<file path="config.mk">
export PLATFORM = sky130hd
export DESIGN_NAME = touch_point_rotate_and_scale
export DESIGN_NICKNAME = d
export VERILOG_FILES = /design/src/hw/rtl/tprs_pkg.sv /design/src/hw/rtl/tprs_front.sv /design/src/hw/rtl/tprs_div_cell.sv /design/src/hw/rtl/touch_point_rotate_and_scale.sv
export SDC_FILE = /design/constraint.sdc
export NUM_CORES = 2
export LEC_CHECK = 0
export ABC_AREA = 1
export BUFFER_PORTS_ARGS = -buffer_cell sky130_fd_sc_hd__buf_2
export CORE_MARGIN = 4
export CORE_UTILIZATION = 50
export DETAILED_ROUTE_END_ITERATION = 10
export PLACE_DENSITY = 0.68
export SETUP_SLACK_MARGIN = 0.5
export SYNTH_ARGS = -nofsm -noshare
export SYNTH_HDL_FRONTEND = slang
export SYNTH_SLANG_ARGS = --single-unit
</file>
<file path="constraint.sdc">
create_clock -name clock -period 4.72 [get_ports clock]
set_input_delay 0 -clock clock [delete_from_list [all_inputs] [get_ports clock]]
set_output_delay 0 -clock clock [all_outputs]
set_load 0.005 [all_outputs]
</file>
<file path="src/hw/rtl/tprs_pkg.sv">
`timescale 1ns / 1ps

package tprs_pkg;

   // field and datapath widths
   localparam int COORD_W = 12;                  // raw and screen coordinates
   localparam int ROT_W   = 16;                  // rotated coordinate, wraps mod 2^16
   localparam int Q_W     = 12;                  // quotient bits, one per divider cell
   localparam int D_W     = 13;                  // divisor (widened span) width
   localparam int P_W     = D_W + Q_W;           // product / partial remainder width
   localparam int CSR_IDX_W = 3;

   // margin added on both sides of each raw calibration range
   localparam int MAP_MARGIN = 10;

   // accept edge to strobe edge: three front stages, one per cell, one output stage
   localparam int PIPE_LAT = 3 + Q_W + 1;

   // rotation codes
   localparam logic [1:0] ROT_NONE     = 2'd0;
   localparam logic [1:0] ROT_LEFT     = 2'd1;
   localparam logic [1:0] ROT_INVERTED = 2'd2;
   localparam logic [1:0] ROT_RIGHT    = 2'd3;

   // register indexes
   localparam logic [CSR_IDX_W-1:0] REG_ROTATION      = 3'd0;
   localparam logic [CSR_IDX_W-1:0] REG_SCREEN_WIDTH  = 3'd1;
   localparam logic [CSR_IDX_W-1:0] REG_SCREEN_HEIGHT = 3'd2;
   localparam logic [CSR_IDX_W-1:0] REG_RAW_X_MIN     = 3'd3;
   localparam logic [CSR_IDX_W-1:0] REG_RAW_X_MAX     = 3'd4;
   localparam logic [CSR_IDX_W-1:0] REG_RAW_Y_MIN     = 3'd5;
   localparam logic [CSR_IDX_W-1:0] REG_RAW_Y_MAX     = 3'd6;
   localparam logic [CSR_IDX_W-1:0] REG_INVERT_MODE   = 3'd7;

   // register reset values
   localparam logic [COORD_W-1:0] RST_SCREEN_WIDTH  = 12'd320;
   localparam logic [COORD_W-1:0] RST_SCREEN_HEIGHT = 12'd480;
   localparam logic [COORD_W-1:0] RST_RAW_X_MAX     = 12'd320;
   localparam logic [COORD_W-1:0] RST_RAW_Y_MAX     = 12'd480;

   typedef struct packed {
      logic [1:0]         rotation;
      logic [COORD_W-1:0] screen_width;
      logic [COORD_W-1:0] screen_height;
      logic [COORD_W-1:0] raw_x_min;
      logic [COORD_W-1:0] raw_x_max;
      logic [COORD_W-1:0] raw_y_min;
      logic [COORD_W-1:0] raw_y_max;
      logic [1:0]         invert_mode;
   } cfg_type;

   // clamped axis ahead of the multiply
   typedef struct packed {
      logic [D_W-1:0] delta;
      logic [D_W-1:0] span;
      logic           sat;
   } prep_type;

   // one axis as it walks the divider row
   typedef struct packed {
      logic           sat;
      logic [P_W-1:0] rem;
      logic [D_W-1:0] div;
      logic [Q_W-1:0] quo;
   } axis_type;

   typedef struct packed {
      logic     vld;
      logic     touch;
      axis_type x;
      axis_type y;
   } lane_type;

endpackage

</file>
<file path="src/hw/rtl/tprs_front.sv">
`timescale 1ns / 1ps

module tprs_front (
   input  logic                     clock,
   input  logic                     reset,
   input  logic                     fire,
   input  tprs_pkg::cfg_type        cfg,
   input  logic                     read_failed,
   input  logic [7:0]               status_byte,
   input  logic [7:0]               x_high_byte,
   input  logic [7:0]               x_low_byte,
   input  logic [7:0]               y_high_byte,
   input  logic [7:0]               y_low_byte,
   output tprs_pkg::lane_type       lane_out
);

   localparam int CW = tprs_pkg::COORD_W;
   localparam int RW = tprs_pkg::ROT_W;
   localparam int DW = tprs_pkg::D_W;
   localparam int PW = tprs_pkg::P_W;

   // clamp one axis to its widened range and report distance and span
   function automatic tprs_pkg::prep_type clamp_axis(
      input logic [RW-1:0] v,
      input logic [CW-1:0] lo,
      input logic [CW-1:0] hi,
      input logic          zero_scr
   );
      tprs_pkg::prep_type  p;
      logic signed [RW:0]  v_s;
      logic signed [RW:0]  lo_s;
      logic signed [RW:0]  hi_s;
      logic signed [RW:0]  diff;
      logic signed [RW:0]  span_s;
      logic                empty;
      v_s    = $signed({1'b0, v});
      lo_s   = $signed({{(RW+1-CW){1'b0}}, lo}) - $signed((RW+1)'(tprs_pkg::MAP_MARGIN));
      hi_s   = $signed({{(RW+1-CW){1'b0}}, hi}) + $signed((RW+1)'(tprs_pkg::MAP_MARGIN));
      diff   = v_s - lo_s;
      span_s = hi_s - lo_s;
      empty  = (hi <= lo);
      p.span = span_s[DW-1:0];
      if (v_s < lo_s) begin
         p.delta = '0;
      end else if (v_s > hi_s) begin
         p.delta = p.span;
      end else begin
         p.delta = diff[DW-1:0];
      end
      // a zero screen size scales by minus one: only the top end survives, as all ones
      p.sat = zero_scr & ~empty & (p.delta == p.span);
      // an empty range maps to zero
      if (empty) begin
         p.delta = '0;
         p.span  = DW'(1);
      end
      return p;
   endfunction

   // stage 1: decode the report and rotate
   logic          vld1_ff, touch1_ff;
   logic [RW-1:0] tx1_ff, ty1_ff;
   logic [CW-1:0] xlo1_ff, xhi1_ff, ylo1_ff, yhi1_ff;

   logic [3:0]    count;
   logic          touch_in;
   logic [RW-1:0] rx, ry, tx_in, ty_in, rxd, ryd;
   logic          swap;

   always_comb begin
      count    = status_byte[3:0];
      touch_in = ~read_failed & (status_byte != 8'd0) & (count <= 4'd2);
      rx       = {{(RW-CW){1'b0}}, x_high_byte[3:0], x_low_byte};
      ry       = {{(RW-CW){1'b0}}, y_high_byte[3:0], y_low_byte};
      rxd      = {{(RW-CW){1'b0}}, cfg.raw_x_max} - rx;
      ryd      = {{(RW-CW){1'b0}}, cfg.raw_y_max} - ry;
      swap     = (cfg.rotation == tprs_pkg::ROT_LEFT) || (cfg.rotation == tprs_pkg::ROT_RIGHT);
      case (cfg.rotation)
         tprs_pkg::ROT_LEFT: begin
            tx_in = ryd;
            ty_in = rx;
         end
         tprs_pkg::ROT_INVERTED: begin
            tx_in = rxd;
            ty_in = ryd;
         end
         tprs_pkg::ROT_RIGHT: begin
            tx_in = ry;
            ty_in = rxd;
         end
         default: begin
            tx_in = rx;
            ty_in = ry;
         end
      endcase
   end

   always_ff @(posedge clock) begin
      if (reset) begin
         vld1_ff <= 1'b0;
      end else begin
         vld1_ff <= fire;
      end
      touch1_ff <= touch_in;
      tx1_ff    <= tx_in;
      ty1_ff    <= ty_in;
      xlo1_ff   <= swap ? cfg.raw_y_min : cfg.raw_x_min;
      xhi1_ff   <= swap ? cfg.raw_y_max : cfg.raw_x_max;
      ylo1_ff   <= swap ? cfg.raw_x_min : cfg.raw_y_min;
      yhi1_ff   <= swap ? cfg.raw_x_max : cfg.raw_y_max;
   end

   // stage 2: clamp and pick the scale factors
   logic               vld2_ff, touch2_ff;
   tprs_pkg::prep_type px2_ff, py2_ff;
   logic [CW-1:0]      topx2_ff, topy2_ff;

   logic zero_w, zero_h;
   assign zero_w = (cfg.screen_width == '0);
   assign zero_h = (cfg.screen_height == '0);

   always_ff @(posedge clock) begin
      if (reset) begin
         vld2_ff <= 1'b0;
      end else begin
         vld2_ff <= vld1_ff;
      end
      touch2_ff <= touch1_ff;
      px2_ff    <= clamp_axis(tx1_ff, xlo1_ff, xhi1_ff, zero_w);
      py2_ff    <= clamp_axis(ty1_ff, ylo1_ff, yhi1_ff, zero_h);
      topx2_ff  <= zero_w ? '0 : cfg.screen_width - CW'(1);
      topy2_ff  <= zero_h ? '0 : cfg.screen_height - CW'(1);
   end

   // stage 3: multiply distance by screen extent
   tprs_pkg::lane_type lane_ff;

   always_ff @(posedge clock) begin
      if (reset) begin
         lane_ff.vld <= 1'b0;
      end else begin
         lane_ff.vld <= vld2_ff;
      end
      lane_ff.touch <= touch2_ff;
      lane_ff.x.sat <= px2_ff.sat;
      lane_ff.x.rem <= PW'(px2_ff.delta) * PW'(topx2_ff);
      lane_ff.x.div <= px2_ff.span;
      lane_ff.x.quo <= '0;
      lane_ff.y.sat <= py2_ff.sat;
      lane_ff.y.rem <= PW'(py2_ff.delta) * PW'(topy2_ff);
      lane_ff.y.div <= py2_ff.span;
      lane_ff.y.quo <= '0;
   end

   assign lane_out = lane_ff;

endmodule

</file>
<file path="src/hw/rtl/tprs_div_cell.sv">
`timescale 1ns / 1ps

module tprs_div_cell #(
   parameter int BIT = 0
) (
   input  logic               clock,
   input  logic               reset,
   input  tprs_pkg::lane_type lane_in,
   output tprs_pkg::lane_type lane_out
);

   localparam int PW = tprs_pkg::P_W;

   // resolve one quotient bit: subtract the divisor shifted to this bit if it fits
   function automatic tprs_pkg::axis_type div_step(input tprs_pkg::axis_type a);
      tprs_pkg::axis_type r;
      logic [PW-1:0]      sh;
      r  = a;
      sh = PW'(a.div) << BIT;
      if (a.rem >= sh) begin
         r.rem      = a.rem - sh;
         r.quo[BIT] = 1'b1;
      end
      return r;
   endfunction

   tprs_pkg::lane_type lane_ff;

   always_ff @(posedge clock) begin
      if (reset) begin
         lane_ff.vld <= 1'b0;
      end else begin
         lane_ff.vld <= lane_in.vld;
      end
      lane_ff.touch <= lane_in.touch;
      lane_ff.x     <= div_step(lane_in.x);
      lane_ff.y     <= div_step(lane_in.y);
   end

   assign lane_out = lane_ff;

endmodule

</file>
<file path="src/hw/rtl/touch_point_rotate_and_scale.sv">
`timescale 1ns / 1ps

// Channel   Ports                                   Transfer
// -------   -------------------------------------   -------------------------------
// request   start, busy, req_*                      edge with start high, busy low
// result    rsp_strobe, rsp_touched, rsp_point_*    edge ending the strobe cycle
// config    csr_we, csr_index, csr_wdata            edge with csr_we high
//
// One report per cycle; every report gives one result, registered in turn through
// three front stages (decode and rotate, clamp, multiply), twelve divider cells
// (one quotient bit each) and the output register.
// busy is high only during reset; reset clears the pipeline and loads register defaults.
// The receiver takes every result as it comes; nothing stalls.

module touch_point_rotate_and_scale (
   input  logic        clock,
   input  logic        reset,
   input  logic        start,
   output logic        busy,
   input  logic        req_read_failed,
   input  logic [7:0]  req_status_byte,
   input  logic [7:0]  req_x_high_byte,
   input  logic [7:0]  req_x_low_byte,
   input  logic [7:0]  req_y_high_byte,
   input  logic [7:0]  req_y_low_byte,
   output logic        rsp_strobe,
   output logic        rsp_touched,
   output logic [11:0] rsp_point_x,
   output logic [11:0] rsp_point_y,
   input  logic        csr_we,
   input  logic [2:0]  csr_index,
   input  logic [11:0] csr_wdata
);

   localparam int CW = tprs_pkg::COORD_W;
   localparam int QW = tprs_pkg::Q_W;

   logic fire;
   assign busy = reset;
   assign fire = start & ~busy;

   // configuration registers
   tprs_pkg::cfg_type cfg_ff;

   always_ff @(posedge clock) begin
      if (reset) begin
         cfg_ff.rotation      <= tprs_pkg::ROT_NONE;
         cfg_ff.screen_width  <= tprs_pkg::RST_SCREEN_WIDTH;
         cfg_ff.screen_height <= tprs_pkg::RST_SCREEN_HEIGHT;
         cfg_ff.raw_x_min     <= '0;
         cfg_ff.raw_x_max     <= tprs_pkg::RST_RAW_X_MAX;
         cfg_ff.raw_y_min     <= '0;
         cfg_ff.raw_y_max     <= tprs_pkg::RST_RAW_Y_MAX;
         cfg_ff.invert_mode   <= '0;
      end else if (csr_we) begin
         case (csr_index)
            tprs_pkg::REG_ROTATION:      cfg_ff.rotation      <= csr_wdata[1:0];
            tprs_pkg::REG_SCREEN_WIDTH:  cfg_ff.screen_width  <= csr_wdata;
            tprs_pkg::REG_SCREEN_HEIGHT: cfg_ff.screen_height <= csr_wdata;
            tprs_pkg::REG_RAW_X_MIN:     cfg_ff.raw_x_min     <= csr_wdata;
            tprs_pkg::REG_RAW_X_MAX:     cfg_ff.raw_x_max     <= csr_wdata;
            tprs_pkg::REG_RAW_Y_MIN:     cfg_ff.raw_y_min     <= csr_wdata;
            tprs_pkg::REG_RAW_Y_MAX:     cfg_ff.raw_y_max     <= csr_wdata;
            tprs_pkg::REG_INVERT_MODE:   cfg_ff.invert_mode   <= csr_wdata[1:0];
            default: begin
            end
         endcase
      end
   end

   // front stages
   tprs_pkg::lane_type chain [0:QW];

   tprs_front u_front (
      .clock       (clock),
      .reset       (reset),
      .fire        (fire),
      .cfg         (cfg_ff),
      .read_failed (req_read_failed),
      .status_byte (req_status_byte),
      .x_high_byte (req_x_high_byte),
      .x_low_byte  (req_x_low_byte),
      .y_high_byte (req_y_high_byte),
      .y_low_byte  (req_y_low_byte),
      .lane_out    (chain[0])
   );

   // divider row, most significant quotient bit first
   for (genvar i = 0; i < QW; i++) begin : g_cell
      tprs_div_cell #(
         .BIT (QW - 1 - i)
      ) u_cell (
         .clock    (clock),
         .reset    (reset),
         .lane_in  (chain[i]),
         .lane_out (chain[i+1])
      );
   end

   // saturate, mirror, zero untouched points and register the result
   tprs_pkg::lane_type last;
   logic [CW-1:0]      base_x, base_y, px_in, py_in;
   logic               strobe_ff, touched_ff;
   logic [CW-1:0]      px_ff, py_ff;

   always_comb begin
      last   = chain[QW];
      base_x = last.x.sat ? '1 : last.x.quo;
      base_y = last.y.sat ? '1 : last.y.quo;
      px_in  = base_x;
      py_in  = base_y;
      if (cfg_ff.invert_mode[0] && (cfg_ff.screen_width != '0)) begin
         px_in = cfg_ff.screen_width - CW'(1) - base_x;
      end
      if (cfg_ff.invert_mode[1] && (cfg_ff.screen_height != '0)) begin
         py_in = cfg_ff.screen_height - CW'(1) - base_y;
      end
      if (!last.touch) begin
         px_in = '0;
         py_in = '0;
      end
   end

   always_ff @(posedge clock) begin
      if (reset) begin
         strobe_ff <= 1'b0;
      end else begin
         strobe_ff <= last.vld;
      end
      touched_ff <= last.touch;
      px_ff      <= px_in;
      py_ff      <= py_in;
   end

   assign rsp_strobe  = strobe_ff;
   assign rsp_touched = touched_ff;
   assign rsp_point_x = px_ff;
   assign rsp_point_y = py_ff;

   // every result traces back to an earlier request transfer
   a_latency : assert property (@(posedge clock) disable iff (reset)
      rsp_strobe |-> $past(fire, tprs_pkg::PIPE_LAT))
      else $error("result without matching request");

   // a report with no touch carries a zero point
   a_no_touch_zero : assert property (@(posedge clock) disable iff (reset)
      rsp_strobe && !rsp_touched |-> rsp_point_x == '0 && rsp_point_y == '0)
      else $error("untouched result has nonzero point");

   // the divider row leaves a remainder below the divisor
   a_rem_x : assert property (@(posedge clock) disable iff (reset)
      last.vld |-> last.x.rem < tprs_pkg::P_W'(last.x.div))
      else $error("x remainder not reduced");

   a_rem_y : assert property (@(posedge clock) disable iff (reset)
      last.vld |-> last.y.rem < tprs_pkg::P_W'(last.y.div))
      else $error("y remainder not reduced");

endmodule

</file>
==> key figures <==
Layout
  – Most common cell after layout, fill and taps aside: nand2_1
  – Final net count: 9647
  – Post-Route Utilization: 57.67%
  – Layout cell share with drive strength beyond 1: 10.41%
  – Layout Area Growth over Synthesis: 14.73%
  – Leading cell types in the layout, fill and taps excluded: nand2_1, dfxtp_1, inv_1

Floorplanning
  – Area enclosed by the die boundary: 146000 sq um
  – Initial core utilization: 50.27%
  – Number of I/O pins: 87
  – Number of core rows: 137
  – Core region area: 139200 sq um
  – Horiz. Die Dim: 382.1 microns
  – Overall die height: 382.1 microns

Yosys
  – Syn Inst Count: 8445
  – Share of synthesized area spent on multiplexers: 0%
  – Mapped cell area: 69970 sq um
  – Synthesized-area fraction occupied by adder cells: 17.69%
  – Mean instance size in the synthesized netlist: 8.285 sq um
  – Simple-Gate Fraction of Synth Area: 17.58%
  – Library cells used by synthesis: 74
  – Number of enable flip-flop cells after synthesis: 0
  – Flip-flop cell with the highest count after synthesis: dfxtp_1
  – Asr flop ratio synth: 0%
  – Sequential fraction of the synthesis area: 39.43%
  – Synthesized flop and latch total: 1378
  – Post-synth net total: 9343
  – Complex-gate fraction of the synthesized area: 10.81%
  – Largest family of logic cells by synthesized area: adder cells
  – Xor and xnor fraction of the mapped netlist area: 5.896%
  – Number of warnings reported in the yosys synthesis log: 0

Clock tree
  – Clock tree from TritonCTS: done
  – Clock tree root buffer cell: clkbuf_16
  – Number of H-tree branching levels: 4
  – Max Buffers Root-to-Sink: 3
  – Clock latency at the later pin of the worst-skew pair: 0.78 ns
  – Number of sinks driven by the clock tree: 1378
  – Reg clk slew, reported paths: 0.06 ns
  – Total clock buffers created by CTS: 146

STA
  – Worst-Margin Slew: 1.080 ns
  – Highest attainable clock frequency: 213.0 MHz
  – Final-report max-slew violation count: 0
  – # setup viols final: 0
  – Final period demand of the worst path: 4.695 ns
  – Worst relative slew slack: 27.92%
  – Setup repair after global routing missed its margin: true
  – Final count of hold timing violations: 0
  – Worst-case clock skew: 0.02686 ns
  – Final critical-path share of the clock period: 99.47%

Global routing
  – Initial antenna violation count: 7
  – Wire length of the first global-routing pass: 272100 microns
  – Tot GR Track Use: 22.70%
  – Largest net degree at the start of global routing: 95
  – Via count of the first global-routing pass: 54636
  – Global-route congestion overflow total: 0

Critical path
  – Worst R2R Start: u_front.topy2_ff[5]$_SDFF_PP0_
  – Signal arrival time at the worst endpoint: 5.37 ns
  – Delay of the slowest critical-path stage: 0.56 ns
  – Buffers & Inverters on Critical Path: 6
  – Critical path launch point type: flop
  – Crit-path slowest cell: fa_1
  – Cells on worst reg2reg path: 21
  – Worst r2r dst: u_front.lane_out[46]$_DFF_P_
  – Critical path endpoint category: flop
  – Cell family with most CP delay: adder cells
  – Register-to-Register Setup Slack: 0.02 ns
  – Largest fanout of any net on the critical path: 4
  – Destination of the critical timing path: u_front.lane_out[46]$_DFF_P_
  – CP startpoint: u_front.topy2_ff[5]$_SDFF_PP0_
  – Cell chain of the critical path: buf_12, buf_6, nand2_4, fa_1, fa_1, fa_1, inv_1, fa_1, inv_1, fa_1, inv_2, ha_4, a21oi_2, o21ai_2, a21oi_2, inv_1, a21oi_2, o21ai_2, a21boi_2, o21ai_1, xor2_1
  – Crit path kind: reg2reg
  – Most Frequent Cell on Critical Path: fa_1
  – Required @ worst endpoint: 5.39 ns
  – Cell depth of the worst setup path: 21

Placement
  – Detailed Place HPWL: 131200 microns
  – Count of input and output buffers: 78
  – Final weighted congestion in routability-driven placement: 0.9331

Detailed routing
  – DRC violation count after routing: 0
  – DRC violation total after the first TritonRoute iteration: 3261
  – Pre-antenna DRT Iters: 6
  – Vias per cell: 5.074
  – Antenna violation net count after detailed routing: 0
  – Total wire length: 167000 microns
  – Vias: 54495
  – Average wire length per cell after detail routing: 15.55 microns

Job
  – Max_cap viols: 0

Status
  – Run status: complete, no violations

Worst hold path
  – Path type of the worst min-delay path: in2reg
-- sequential cells by signal, indices dropped and copies added (netlist names), 12 cells and up --
signal / count
g_cell.u_cell.lane_out: 1040
cfg_ff: 76
rsp_point_x: 12
u_front.topx2_ff: 12
u_front.ylo1_ff: 12
u_front.lane_out: 80
u_front.ty1_ff: 13
u_front.px2_ff: 27
u_front.topy2_ff: 12
u_front.tx1_ff: 13
rsp_point_y: 12
u_front.xhi1_ff: 12
u_front.yhi1_ff: 12
u_front.py2_ff: 27
u_front.xlo1_ff: 12
-- cells by family (layout without fill, tap and decap cells) --
group,Yosys count,count (layout)
flops,1378,1378
buf+inv,1540,1956
xor+xnor,471,471
fa+ha+maj,838,838
compound gates,1339,1339
simple gates,2879,2879
other cells,0,2
-- per-stage QoR --
step / setup slack, ns / std cells / setup TNS [ns] / instance area, sq um / hold WS (ns)
CTS: 0.07925 / 10703 / 0 / 79510 / 0.05100
global placement: -0.006390 / 10326 / -0.006390 / 72820 / 0.2082
floorplan: 0.2195 / 8445 / 0 / 70490 / 0.08082
finish: 0.02484 / 10739 / 0 / 80270 / 0.1189
detailed placement: -0.06284 / 10326 / -0.2480 / 72820 / 0.2125
global route: -0.1274 / 10737 / -0.6875 / 80270 / 0.1224
-- final cells by class --
type / instances / area, sq um
clock inverters: 70 / 989.7
well taps: 1876 / 2347
multi-input cells: 5527 / 37250
inverters: 1377 / 5176
diodes: 2 / 5.005
flip-flops and latches: 1378 / 27720
repair buffers: 319 / 2614
fillers: 12382 / 58920
clock buffers: 190 / 4175
-- worst min path at each step --
stage | from | slack (ns) | cells after the start | end
detailed placement | start | 0.21 | 3 | u_front.vld1_ff$_SDFF_PP0_
global route | reset | 0.12 | 3 | g_cell[9].u_cell.lane_out[103]$_SDFF_PP0_
global placement | req_read_failed | 0.21 | 2 | u_front.touch1_ff$_DFF_P_
finish | reset | 0.12 | 3 | g_cell[5].u_cell.lane_out[103]$_SDFF_PP0_
CTS | reset | 0.05 | 3 | g_cell[5].u_cell.lane_out[103]$_SDFF_PP0_
floorplan | reset | 0.08 | 1 | busy
-- worst min-delay path, stage by stage --
cell and delay, ns:
dlygate4sd3_1 0.53, buf_2 0.22, nor2_1 0.12
-- metal layers --
metal | wire length, microns | GRT usage [%] | vias to the layer above
li1 | - | - | 27610
met1 | 73140 | 28.36 | 25329
met2 | 80800 | 39.87 | 1191
met3 | 6888 | 3.102 | 363
met4 | 6112 | 8.547 | 2
met5 | 13 | 0 | -
-- cell usage after synthesis, types with 18 or more instances --
cell type  count  area share (%)
nor4_1        49            0.44
o21ai_0      479             3.4
buf_2         23            0.16
nand2_1     1597             8.6
nand4_1       97            0.87
ha_1         586              10
a21o_1        26            0.28
nor2_1       619             3.3
inv_1       1358             7.3
o21ai_1       72            0.52
xnor2_1      219             2.7
nor3_1       106            0.76
a31oi_1       22            0.20
clkbuf_1     104            0.56
dfxtp_1     1378              39
a21oi_1      515             3.7
a211oi_1      25            0.27
nand3b_1      23            0.25
buf_6         18            0.29
nand2_2       18            0.16
fa_1         252             7.2
o211ai_1      23            0.25
nand3_1      254             1.8
o21ai_2       52            0.65
a21oi_2       18            0.23
o2111ai_1     21            0.26
xor2_1       252             3.2
or2_2         34            0.30
-- repair_timing --
action | 4_1_cts | 5_1_grt
gates resized for setup | 150 | 141
pin swaps | 66 | 72
endpoints found under the hold margin | 119 | 0
endpoints found under the setup margin | 29 | 34
setup buffers | 46 | 34
hold buffers | 71 | 0
Power is not shown: default switching activity piles up to over one toggle a cycle in this logic, so the estimate is an artifact.
